===== config.mk =====
export PLATFORM = sky130hd
export DESIGN_NAME = infix_expression_evaluator
export DESIGN_NICKNAME = d
export VERILOG_FILES = /design/src/iee_pkg.sv /design/src/iee_alu.sv /design/src/infix_expression_evaluator.sv
export SDC_FILE = /design/constraint.sdc
export NUM_CORES = 1
export LEC_CHECK = 0
export ABC_AREA = 1
export ABC_CLOCK_PERIOD_IN_PS = 8400
export BUFFER_PORTS_ARGS = -buffer_cell sky130_fd_sc_hd__buf_4
export CAP_MARGIN = 10
export CORE_MARGIN = 4
export CORE_UTILIZATION = 25
export CTS_CLUSTER_DIAMETER = 200
export DETAILED_ROUTE_END_ITERATION = 7
export SLEW_MARGIN = 20
export SYNTH_ARGS = -nofsm -noshare
export SYNTH_HDL_FRONTEND = slang
export SYNTH_HIERARCHICAL = 1
export SYNTH_SLANG_ARGS = --single-unit

===== constraint.sdc =====
create_clock -name i_clk -period 8.4 [get_ports i_clk]
set_input_delay 1.68 -clock i_clk [delete_from_list [all_inputs] [get_ports i_clk]]
set_output_delay 1.68 -clock i_clk [all_outputs]
set_load 0.02 [all_outputs]

===== src/iee_pkg.sv =====
// ----------------------------------------------------------------------------
// iee_pkg: shared types and constants of the infix expression evaluator
// Operator codes, ASCII codes and the request/response bundle of the ALU.
// ----------------------------------------------------------------------------
package iee_pkg;

    localparam int DATA_WIDTH_DEF = 32;
    localparam int VALUE_WIDTH    = 32;
    localparam int CHAR_WIDTH     = 8;

    typedef enum logic [1:0] {
        OP_ADD = 2'd0,
        OP_SUB = 2'd1,
        OP_MUL = 2'd2,
        OP_DIV = 2'd3
    } t_op;

    localparam logic [CHAR_WIDTH-1:0] CH_ZERO  = 8'h30;
    localparam logic [CHAR_WIDTH-1:0] CH_NINE  = 8'h39;
    localparam logic [CHAR_WIDTH-1:0] CH_SPACE = 8'h20;
    localparam logic [CHAR_WIDTH-1:0] CH_PLUS  = 8'h2B;
    localparam logic [CHAR_WIDTH-1:0] CH_MINUS = 8'h2D;
    localparam logic [CHAR_WIDTH-1:0] CH_STAR  = 8'h2A;
    localparam logic [CHAR_WIDTH-1:0] CH_SLASH = 8'h2F;

    typedef struct packed {
        logic start;
        t_op  op;
    } t_alu_req;

    typedef struct packed {
        logic done;
        logic busy;
    } t_alu_rsp;

endpackage


===== src/iee_alu.sv =====
// ----------------------------------------------------------------------------
// iee_alu: shared multi-cycle arithmetic unit
// Add and subtract are registered; multiply by shift-and-add one bit per cycle,
// divide by restoring division one quotient bit per cycle, truncating to zero.
// ----------------------------------------------------------------------------
module iee_alu #(
    parameter int DATA_WIDTH = iee_pkg::DATA_WIDTH_DEF
) (
    input  logic                  i_clk,
    input  logic                  i_rst_n,
    input  iee_pkg::t_alu_req     i_req,
    input  logic [DATA_WIDTH-1:0] i_a,
    input  logic [DATA_WIDTH-1:0] i_b,
    output iee_pkg::t_alu_rsp     o_rsp,
    output logic [DATA_WIDTH-1:0] o_result
);

    localparam int CNT_W = $clog2(DATA_WIDTH);

    typedef enum logic [1:0] {
        A_IDLE,
        A_MUL,
        A_DIV,
        A_DIV_FIX
    } t_alu_state;

    t_alu_state              r_state, n_state;
    logic                    r_done, n_done;
    logic [DATA_WIDTH-1:0]   r_acc, n_acc;
    logic [DATA_WIDTH-1:0]   r_x, n_x;
    logic [DATA_WIDTH-1:0]   r_y, n_y;
    logic [DATA_WIDTH-1:0]   r_d, n_d;
    logic                    r_neg, n_neg;
    logic [CNT_W-1:0]        r_cnt, n_cnt;

    logic [DATA_WIDTH-1:0]   w_mag_a, w_mag_b;
    logic [DATA_WIDTH:0]     w_trial, w_diff;
    logic                    w_fits;

    assign w_mag_a = i_a[DATA_WIDTH-1] ? (~i_a + 1'b1) : i_a;
    assign w_mag_b = i_b[DATA_WIDTH-1] ? (~i_b + 1'b1) : i_b;
    assign w_trial = {r_x, r_y[DATA_WIDTH-1]};
    assign w_diff  = w_trial - {1'b0, r_d};
    assign w_fits  = (w_trial >= {1'b0, r_d});

    always_comb begin
        n_state = r_state;
        n_done  = 1'b0;
        n_acc   = r_acc;
        n_x     = r_x;
        n_y     = r_y;
        n_d     = r_d;
        n_neg   = r_neg;
        n_cnt   = r_cnt;
        unique case (r_state)
            A_IDLE: begin
                if (i_req.start) begin
                    n_cnt = CNT_W'(DATA_WIDTH - 1);
                    unique case (i_req.op)
                        iee_pkg::OP_ADD: begin
                            n_acc  = i_a + i_b;
                            n_done = 1'b1;
                        end
                        iee_pkg::OP_SUB: begin
                            n_acc  = i_a - i_b;
                            n_done = 1'b1;
                        end
                        iee_pkg::OP_MUL: begin
                            n_acc   = '0;
                            n_x     = i_a;
                            n_y     = i_b;
                            n_state = A_MUL;
                        end
                        iee_pkg::OP_DIV: begin
                            n_x     = '0;
                            n_y     = w_mag_a;
                            n_d     = w_mag_b;
                            n_neg   = i_a[DATA_WIDTH-1] ^ i_b[DATA_WIDTH-1];
                            n_state = A_DIV;
                        end
                        default: n_state = A_IDLE;
                    endcase
                end
            end
            A_MUL: begin
                if (r_y[0]) begin
                    n_acc = r_acc + r_x;
                end
                n_x   = {r_x[DATA_WIDTH-2:0], 1'b0};
                n_y   = {1'b0, r_y[DATA_WIDTH-1:1]};
                n_cnt = r_cnt - 1'b1;
                if (r_cnt == '0) begin
                    n_done  = 1'b1;
                    n_state = A_IDLE;
                end
            end
            A_DIV: begin
                // shift in the next dividend bit, keep the difference if it fits
                n_x   = w_fits ? w_diff[DATA_WIDTH-1:0] : w_trial[DATA_WIDTH-1:0];
                n_y   = {r_y[DATA_WIDTH-2:0], w_fits};
                n_cnt = r_cnt - 1'b1;
                if (r_cnt == '0) begin
                    n_state = A_DIV_FIX;
                end
            end
            A_DIV_FIX: begin
                n_acc   = r_neg ? (~r_y + 1'b1) : r_y;
                n_done  = 1'b1;
                n_state = A_IDLE;
            end
            default: n_state = A_IDLE;
        endcase
    end

    always_ff @(posedge i_clk) begin
        if (!i_rst_n) begin
            r_state <= A_IDLE;
            r_done  <= 1'b0;
        end else begin
            r_state <= n_state;
            r_done  <= n_done;
        end
        r_acc <= n_acc;
        r_x   <= n_x;
        r_y   <= n_y;
        r_d   <= n_d;
        r_neg <= n_neg;
        r_cnt <= n_cnt;
    end

    assign o_rsp.done = r_done;
    assign o_rsp.busy = (r_state != A_IDLE);
    assign o_result   = r_acc;

endmodule


===== src/infix_expression_evaluator.sv =====
// ----------------------------------------------------------------------------
// infix_expression_evaluator: streaming evaluator of + - * / expressions
// Sequencer with shift-register operand and operator stacks driving one
// shared multi-cycle ALU.
// ----------------------------------------------------------------------------
// Usage:
//   Input requests carry one ASCII character (i_character) and i_last, which
//   marks the final character. A request is taken on a clock edge with
//   i_valid high and o_stall low. o_stall is high while a character is being
//   worked on.
//   A digit, space or bad character leaves o_stall low unless it is last. An
//   operator runs the operator loop plus up to two reductions, each on the
//   shared ALU, which multiplies and divides one bit per cycle. A last
//   character runs its final reductions and may also wait for a stalled
//   result ahead of it.
//   The last character produces one output request (o_value, o_error) held
//   in an output register until taken (o_valid high, i_stall low). Input is
//   taken while that result waits; a second result waits for the first.
//   On error, o_value is 0 and o_error is 1.
//   Reset (synchronous, active low) clears the number, counts and error.
// ----------------------------------------------------------------------------
module infix_expression_evaluator #(
    parameter int DATA_WIDTH = iee_pkg::DATA_WIDTH_DEF
) (
    input  logic                                i_clk,
    input  logic                                i_rst_n,
    input  logic                                i_valid,
    output logic                                o_stall,
    input  logic [iee_pkg::CHAR_WIDTH-1:0]      i_character,
    input  logic                                i_last,
    output logic                                o_valid,
    input  logic                                i_stall,
    output logic signed [iee_pkg::VALUE_WIDTH-1:0] o_value,
    output logic                                o_error
);

    typedef enum logic [2:0] {
        S_IDLE,
        S_OPLOOP,
        S_ALU,
        S_FINISH,
        S_FINLOOP
    } t_state;

    t_state                  r_state, n_state;
    logic [DATA_WIDTH-1:0]   r_num, n_num;
    logic                    r_digit, n_digit;
    logic                    r_err, n_err;
    logic [1:0]              r_val_cnt, n_val_cnt;
    logic [1:0]              r_op_cnt, n_op_cnt;
    logic                    r_last, n_last;
    logic                    r_final, n_final;
    iee_pkg::t_op            r_pend_op, n_pend_op;
    logic [DATA_WIDTH-1:0]   r_vs0, n_vs0;
    logic [DATA_WIDTH-1:0]   r_vs1, n_vs1;
    logic [DATA_WIDTH-1:0]   r_vs2, n_vs2;
    iee_pkg::t_op            r_os0, n_os0;
    iee_pkg::t_op            r_os1, n_os1;
    logic                    r_out_valid, n_out_valid;
    logic [iee_pkg::VALUE_WIDTH-1:0] r_out_value, n_out_value;
    logic                    r_out_error, n_out_error;

    iee_pkg::t_alu_req       w_alu_req;
    iee_pkg::t_alu_rsp       w_alu_rsp;
    logic [DATA_WIDTH-1:0]   w_alu_result;
    logic [DATA_WIDTH-1:0]   w_num_next;
    logic [iee_pkg::VALUE_WIDTH-1:0] w_top_value;
    logic                    w_accept;
    logic                    w_reduce_bad;
    logic                    w_div_zero;
    logic                    w_top_high;
    logic                    w_pend_low;

    iee_alu #(
        .DATA_WIDTH (DATA_WIDTH)
    ) u_alu (
        .i_clk    (i_clk),
        .i_rst_n  (i_rst_n),
        .i_req    (w_alu_req),
        .i_a      (r_vs1),
        .i_b      (r_vs0),
        .o_rsp    (w_alu_rsp),
        .o_result (w_alu_result)
    );

    generate
        if (DATA_WIDTH >= iee_pkg::VALUE_WIDTH) begin : g_out_trunc
            assign w_top_value = r_vs0[iee_pkg::VALUE_WIDTH-1:0];
        end else begin : g_out_ext
            assign w_top_value = {{(iee_pkg::VALUE_WIDTH - DATA_WIDTH){1'b0}}, r_vs0};
        end
    endgenerate

    assign w_accept     = i_valid && !o_stall;
    assign w_num_next   = {r_num[DATA_WIDTH-4:0], 3'b000} + {r_num[DATA_WIDTH-2:0], 1'b0}
                          + DATA_WIDTH'(i_character[3:0]);
    assign w_reduce_bad = (r_val_cnt < 2'd2) || (r_op_cnt == 2'd0);
    assign w_div_zero   = (r_os0 == iee_pkg::OP_DIV) && (r_vs0 == '0);
    assign w_top_high   = (r_os0 == iee_pkg::OP_MUL) || (r_os0 == iee_pkg::OP_DIV);
    assign w_pend_low   = (r_pend_op == iee_pkg::OP_ADD) || (r_pend_op == iee_pkg::OP_SUB);

    always_comb begin
        n_state     = r_state;
        n_num       = r_num;
        n_digit     = r_digit;
        n_err       = r_err;
        n_val_cnt   = r_val_cnt;
        n_op_cnt    = r_op_cnt;
        n_last      = r_last;
        n_final     = r_final;
        n_pend_op   = r_pend_op;
        n_vs0       = r_vs0;
        n_vs1       = r_vs1;
        n_vs2       = r_vs2;
        n_os0       = r_os0;
        n_os1       = r_os1;
        n_out_valid = r_out_valid && i_stall;
        n_out_value = r_out_value;
        n_out_error = r_out_error;
        w_alu_req.start = 1'b0;
        w_alu_req.op    = r_os0;

        unique case (r_state)
            S_IDLE: begin
                if (w_accept) begin
                    n_last = i_last;
                    if (!r_err) begin
                        case (i_character) inside
                            [iee_pkg::CH_ZERO:iee_pkg::CH_NINE]: begin
                                n_num   = w_num_next;
                                n_digit = 1'b1;
                            end
                            iee_pkg::CH_SPACE: begin
                            end
                            iee_pkg::CH_PLUS, iee_pkg::CH_MINUS,
                            iee_pkg::CH_STAR, iee_pkg::CH_SLASH: begin
                                if (!r_digit) begin
                                    n_err = 1'b1;
                                end else begin
                                    if (r_val_cnt == 2'd3) begin
                                        n_err = 1'b1;
                                    end else begin
                                        n_vs2     = r_vs1;
                                        n_vs1     = r_vs0;
                                        n_vs0     = r_num;
                                        n_val_cnt = r_val_cnt + 2'd1;
                                        n_num     = '0;
                                        n_digit   = 1'b0;
                                    end
                                    n_state = S_OPLOOP;
                                end
                                case (i_character)
                                    iee_pkg::CH_PLUS:  n_pend_op = iee_pkg::OP_ADD;
                                    iee_pkg::CH_MINUS: n_pend_op = iee_pkg::OP_SUB;
                                    iee_pkg::CH_STAR:  n_pend_op = iee_pkg::OP_MUL;
                                    default:           n_pend_op = iee_pkg::OP_DIV;
                                endcase
                            end
                            default: n_err = 1'b1;
                        endcase
                    end
                    if (n_state == S_IDLE && i_last) begin
                        n_state = S_FINISH;
                    end
                end
            end
            S_OPLOOP: begin
                if (r_err) begin
                    n_state = r_last ? S_FINISH : S_IDLE;
                end else if (r_op_cnt != 2'd0 && (w_top_high || w_pend_low)) begin
                    if (w_reduce_bad || w_div_zero) begin
                        n_err = 1'b1;
                    end else begin
                        w_alu_req.start = 1'b1;
                        n_final         = 1'b0;
                        n_state         = S_ALU;
                    end
                end else begin
                    if (r_op_cnt >= 2'd2) begin
                        n_err = 1'b1;
                    end else begin
                        n_os1    = r_os0;
                        n_os0    = r_pend_op;
                        n_op_cnt = r_op_cnt + 2'd1;
                    end
                    n_state = r_last ? S_FINISH : S_IDLE;
                end
            end
            S_ALU: begin
                // pop both operands and the operator, push the result
                if (w_alu_rsp.done) begin
                    n_vs0     = w_alu_result;
                    n_vs1     = r_vs2;
                    n_os0     = r_os1;
                    n_val_cnt = r_val_cnt - 2'd1;
                    n_op_cnt  = r_op_cnt - 2'd1;
                    n_state   = r_final ? S_FINLOOP : S_OPLOOP;
                end
            end
            S_FINISH: begin
                if (!r_err) begin
                    if (!r_digit || r_val_cnt == 2'd3) begin
                        n_err = 1'b1;
                    end else begin
                        n_vs2     = r_vs1;
                        n_vs1     = r_vs0;
                        n_vs0     = r_num;
                        n_val_cnt = r_val_cnt + 2'd1;
                    end
                end
                n_final = 1'b1;
                n_state = S_FINLOOP;
            end
            S_FINLOOP: begin
                if (!r_err && r_op_cnt != 2'd0) begin
                    if (w_reduce_bad || w_div_zero) begin
                        n_err = 1'b1;
                    end else begin
                        w_alu_req.start = 1'b1;
                        n_state         = S_ALU;
                    end
                end else if (!r_out_valid || !i_stall) begin
                    // hand off the result and return to the reset state
                    n_out_valid = 1'b1;
                    n_out_value = r_err ? '0 : w_top_value;
                    n_out_error = r_err;
                    n_num       = '0;
                    n_digit     = 1'b0;
                    n_err       = 1'b0;
                    n_val_cnt   = 2'd0;
                    n_op_cnt    = 2'd0;
                    n_last      = 1'b0;
                    n_final     = 1'b0;
                    n_state     = S_IDLE;
                end
            end
            default: n_state = S_IDLE;
        endcase
    end

    always_ff @(posedge i_clk) begin
        if (!i_rst_n) begin
            r_state     <= S_IDLE;
            r_num       <= '0;
            r_digit     <= 1'b0;
            r_err       <= 1'b0;
            r_val_cnt   <= 2'd0;
            r_op_cnt    <= 2'd0;
            r_last      <= 1'b0;
            r_final     <= 1'b0;
            r_out_valid <= 1'b0;
        end else begin
            r_state     <= n_state;
            r_num       <= n_num;
            r_digit     <= n_digit;
            r_err       <= n_err;
            r_val_cnt   <= n_val_cnt;
            r_op_cnt    <= n_op_cnt;
            r_last      <= n_last;
            r_final     <= n_final;
            r_out_valid <= n_out_valid;
        end
        r_pend_op   <= n_pend_op;
        r_vs0       <= n_vs0;
        r_vs1       <= n_vs1;
        r_vs2       <= n_vs2;
        r_os0       <= n_os0;
        r_os1       <= n_os1;
        r_out_value <= n_out_value;
        r_out_error <= n_out_error;
    end

    assign o_stall = (r_state != S_IDLE);
    assign o_valid = r_out_valid;
    assign o_value = r_out_value;
    assign o_error = r_out_error;

    // Between characters every pushed operator waits on exactly one more operand
    a_stack_balance: assert property (@(posedge i_clk) disable iff (!i_rst_n)
        (r_state == S_IDLE && !r_err) |-> (r_val_cnt == r_op_cnt))
        else $error("operand and operator counts out of step");

    a_alu_start_free: assert property (@(posedge i_clk) disable iff (!i_rst_n)
        w_alu_req.start |-> !w_alu_rsp.busy)
        else $error("ALU started while busy");

    a_alu_done_waited: assert property (@(posedge i_clk) disable iff (!i_rst_n)
        w_alu_rsp.done |-> (r_state == S_ALU))
        else $error("ALU result arrived with no reduction pending");

    a_error_zero: assert property (@(posedge i_clk) disable iff (!i_rst_n)
        (o_valid && o_error) |-> (o_value == '0))
        else $error("error result carries a nonzero value");

endmodule

==> results <==
- The run finished with clean final reports.
- The signal on the critical path passes through inv_1 -> ha_1 -> nand2_1 -> nor2_1 -> inv_1 -> nor2_2 -> nand2_1 -> nor4_1 -> or2_1 -> nand2_1 -> nand2_1 -> nand2_1 -> ha_1 -> nand2_1 -> nor3_1 -> nand2_1 -> nor4_1 -> nand2_1 -> nand2_1 -> nand2_1 -> nand3_1 -> nand3_1.
- The number of global-route vias before repair is 23900.
- Using the TritonRoute via totals, the vias-per-cell ratio works out to 5.01.
- STA puts the critical path data required time at 8.70 ns.
- Yosys attributes the largest share of cell area to edfxtp_1 31%, nand2_1 15%, ha_1 7.8%.
- The number of different library cells in the post-synthesis netlist is 57.
- The maximum buffer depth of the clock tree is 3.
- Counting instances, the worst hold path has a depth of 2.
- The post-cts repair resize count is 0.
- The biggest cell delay along the critical path is 0.65 ns.
- The final-stage net count is 3896.
- The worst-case hold slack is 0.465 ns.
- For this run, design rule violations remaining after detail routing come to 0.
- The element type at the critical path start is a flop.
- Setup repair after global routing left no endpoint under its margin.
- After detailed routing, the average wire length per cell comes to 20.2 um.
- The worst hold path terminates at r_num[31]$_SDFFE_PN0P_.
- The worst hold-check path type is reg -> reg.
- The cell with the largest stage delay on the worst path is nor4_1.
- In the final layout, flip-flops and latches occupy 9020 um^2.
- Wires add up to 103 mm.
- The worst path uses 53.4% of the clock period.
- The total number of clock tree sinks is 316.
- The actual slew at the worst max-slew pin is 1.13 ns.
- Wire segments on met2 add up to 45.3 mm in the final route.
- At the worst endpoint, the arrival time is 4.78 ns.
- The share of the synthesized area in the top cell type is 31.1%.
- The time the final worst path needs with I/O delays and setup is 4.49 ns.
- Summed over all instances, the cell type with the most area after synthesis is edfxtp_1.
- Setup violations remaining at the end of the flow were counted as 0.
- The average instance in the mapped netlist occupies 7.01 um^2.
- The multi-input combinational cell area is 14800 um^2.
- The finished layout holds 5113 standard cells, fillers aside.
- The fill cell total of the finished layout is 11300.
- The total buffers and inverters traversed by the critical path is 2.
- The count of placed standard cells including taps is 5043.
- The start of the worst register-to-register path is r_vs0[0]$_DFFE_PP_.
- The floorplan step defined a die boundary enclosing 109000 um^2.
- The number of maximum-capacitance violations is 0.
- The post-CTS setup buffer count is 0.
- The startpoint identified for the worst hold timing path is r_num[31]$_SDFFE_PN0P_.
- In this run the cell area of the synthesized design comes to 26000 um^2.
- The hold violation total from the final report came to 0.
- The top cell types in the final layout, fill and taps aside, are 1060 x nand2_1, 439 x inv_1, 367 x nor2_1.
- After detailed routing, the met3 layer carries 8.32 mm of wire.
- The minimum setup slack after placement is 4.19 ns.
- The count of nets left with antenna violations once routing finished came out at 0.
- On the final layout, the worst clock skew is 0.0284 ns.
- The analysis attributes to cell leakage a power of 0.0125 uW.
- The wire length of the first global-routing pass is 153 mm.
- Synthesis produced 3705 cells.
- The total overflow left after global routing is 0.
- The largest net degree at the start of global routing is 65.
- The count of H-tree levels built during CTS is 2.
- By instance count, the cell type seen most on the critical path is nand2_1.
- In the final timing run, aggregate negative setup slack is 0 ns.
- The number of antenna violations at the first check in global routing was 6.
- The register clock-pin slew on the reported worst setup and hold paths is 0.06 ns.
- The first-pass detailed-route iteration total is 6.
- Leaving out fill and tap cells, the most frequent cell in the layout is nand2_1.
- STA classifies the critical path endpoint as a flop.
- Routability-driven placement finished with a final weighted congestion of 1.01.
- For this run, asynchronously set or reset flops after synthesis account for 0%.
- Measured in cells, the most critical reg-to-reg path has a length of 22.
- After floorplanning, the core was divided into 117 placement rows.
- The TritonCTS clock tree is built.
- The total via count after detailed routing is 25600.
- The worst setup path is of the reg -> reg kind.
- The total core area is 102000 um^2.
- Measured along the x axis, the die boundary spans 330 um.
- Detailed placement ended at an HPWL of 82.2 mm.
- The count of boundary I/O pins is 48.
- Once the floorplan was initialized, standard cells occupied 25.4% of the core.
- The count of hold buffers inserted by post-cts repair is 0.
- The post-synthesis to final-layout area growth is 11.8%.
- The endpoint identified for the worst register-to-register timing path is u_alu/o_result[30]$_DFFE_PP_.
- In this run, the number of DRC markers left after iteration 0 of detailed routing was 3045.
- Broken down by cell family, the worst path's largest delay share belongs to simple AND/OR/NAND/NOR gates.
- The cell at the root of the clock tree is clkbuf_16.
- The number of enable flip-flop cells after synthesis is 269.
- Synthesis inferred 316 register bits.
- The number of buffers created by CTS is 39.
- The highest metal layer with signal wires is met5.
- The maximum vdd ir drop is 0.126 mV.
- The fraction of layout cells with a size suffix above 1 is 6.01%.
- The relative slew slack is 24.8%.
- The final worst setup slack is 3.91 ns.
- The synthesis warning total is 6.
- The proportion of synthesized chip area in sequential cells is 34.7%.
- The sum of routed wire segments on met1 is 43.8 mm.
- The number of buffer cells added on primary ports is 47.
- Clock latency on the worst-skew pair, taken at its later pin, is 0.58 ns.
- Power spread over the standard cell area amounts to 240 nW/um^2.
- The maximum operating frequency is 0.223 GHz.
- The setup check on the worst reg-to-reg path leaves a slack of 3.91 ns.
- The die height is 330 um.
- Once layout is complete, the utilization of the core stands at 28.4%.
- The synthesized net count is 3884.
- Global routing consumed, over all layers together, 18.4% of the routing resources.
- Of all nets on the critical path, the largest fanout is 5.
- The total count of max-transition violations in the final report came to 0.
- The most used flip-flop cell after synthesis is edfxtp_1.
-- worst max path at each step --
| stage | startpoint | endpoint | slack, ns | depth (start not counted) |
|---|---|---|---|---|
| 6_report | r_vs0[0]$_DFFE_PP_ | u_alu/o_result[30]$_DFFE_PP_ | 3.91 | 22 |
| 5_1_grt | r_vs0[0]$_DFFE_PP_ | u_alu/o_result[30]$_DFFE_PP_ | 3.73 | 22 |
| 4_1_cts | r_vs0[0]$_DFFE_PP_ | u_alu/o_result[30]$_DFFE_PP_ | 4.15 | 22 |
| 3_5_place_dp | r_vs0[0]$_DFFE_PP_ | u_alu/o_result[30]$_DFFE_PP_ | 4.19 | 22 |
| 3_3_place_gp | r_vs0[0]$_DFFE_PP_ | u_alu/o_result[30]$_DFFE_PP_ | 4.16 | 22 |
| 2_1_floorplan | r_state[2]$_SDFFE_PN0P_ | u_alu/o_result[0]$_DFFE_PP_ | 1.37 | 7 |
-- power by group --
part	total [uW]	internal [uW]	leakage [uW]	switching [uW]
Clock	1650	937	0.000604	710
Sequential	2320	2050	0.00281	267
Combinational	3010	875	0.00912	2130
-- Yosys cell counts (3+ instances only) --
cell and count:
nand2_1 1061, inv_1 440, nor2_1 370, a21oi_1 302, edfxtp_1 269, nand3_1 253, o21ai_0 229, ha_1 161
clkbuf_1 73, xor2_1 53, nand3b_1 51, nor3_1 50, dfxtp_1 47, nand4_1 42, o211ai_1 26, xnor2_1 26
o221ai_1 19, o21bai_1 17, a22oi_1 15, o21a_1 15, nor4_1 14, nand2_2 13, or2_2 13, inv_2 12
nor2_2 12, a21oi_2 11, o21ai_1 11, buf_1 10, buf_6 9, nand3_2 8, buf_2 7, a21o_1 6
o31ai_1 6, a31oi_1 5, fa_1 5, nor2_4 5, and2_1 4, nand2_4 4, a21boi_0 3, nor2_8 3
o22ai_1 3
-- worst register-to-register path, cell delays in order, from the launching register on --
cell      delay, ns
edfxtp_1       0.44
inv_1          0.13
ha_1           0.20
nand2_1        0.08
nor2_1         0.19
inv_1          0.10
nor2_2         0.18
nand2_1        0.17
nor4_1         0.65
or2_1          0.19
nand2_1        0.06
nand2_1        0.05
nand2_1        0.11
ha_1           0.39
nand2_1        0.12
nor3_1         0.27
nand2_1        0.15
nor4_1         0.21
nand2_1        0.17
nand2_1        0.10
nand2_1        0.05
nand3_1        0.10
nand3_1        0.10
-- logic make-up after synthesis --
kind of cell,share of synthesized area [%]
simple gates,31.5
compound gates,14.6
buf+inv,8.34
flops,34.7
fa+ha+maj,8.14
xor+xnor,2.66
-- routing by layer --
layer / GRT usage (%) / vias up
met5: 0 / -
met4: 9.27 / 8
met3: 3.23 / 236
met2: 29.1 / 1068
met1: 24.2 / 11900
li1: - / 12400
-- final cells by class --
type	count	share of cell area, %
Tap cell	1368	5.89
Inverter	454	5.87
Multi-Input combinational cell	2834	51.1
Timing Repair Buffer	72	1.93
Clock inverter	23	0.702
Clock buffer	44	3.50
Sequential cell	316	31.0
Antenna cell	2	0.0172
-- through the flow --
step | instance area, um^2 | total power (uW)
2_1_floorplan | 26000 | 4230
3_3_place_gp | 27800 | 5260
3_5_place_dp | 27800 | 5270
4_1_cts | 29000 | 6940
5_1_grt | 29100 | 7350
6_report | 29100 | 6980
-- sequential cells by signal (all words and copies together) (netlist names), 3 cells and up --
signal and flops:
o_value 32, r_num 32, r_vs0 32, r_vs1 32, r_vs2 32, u_alu/o_result 32
u_alu/r_d 32, u_alu/r_x 32, u_alu/r_y 32, u_alu/r_cnt 5, r_state 3
Power figures use the tool's default switching activity.
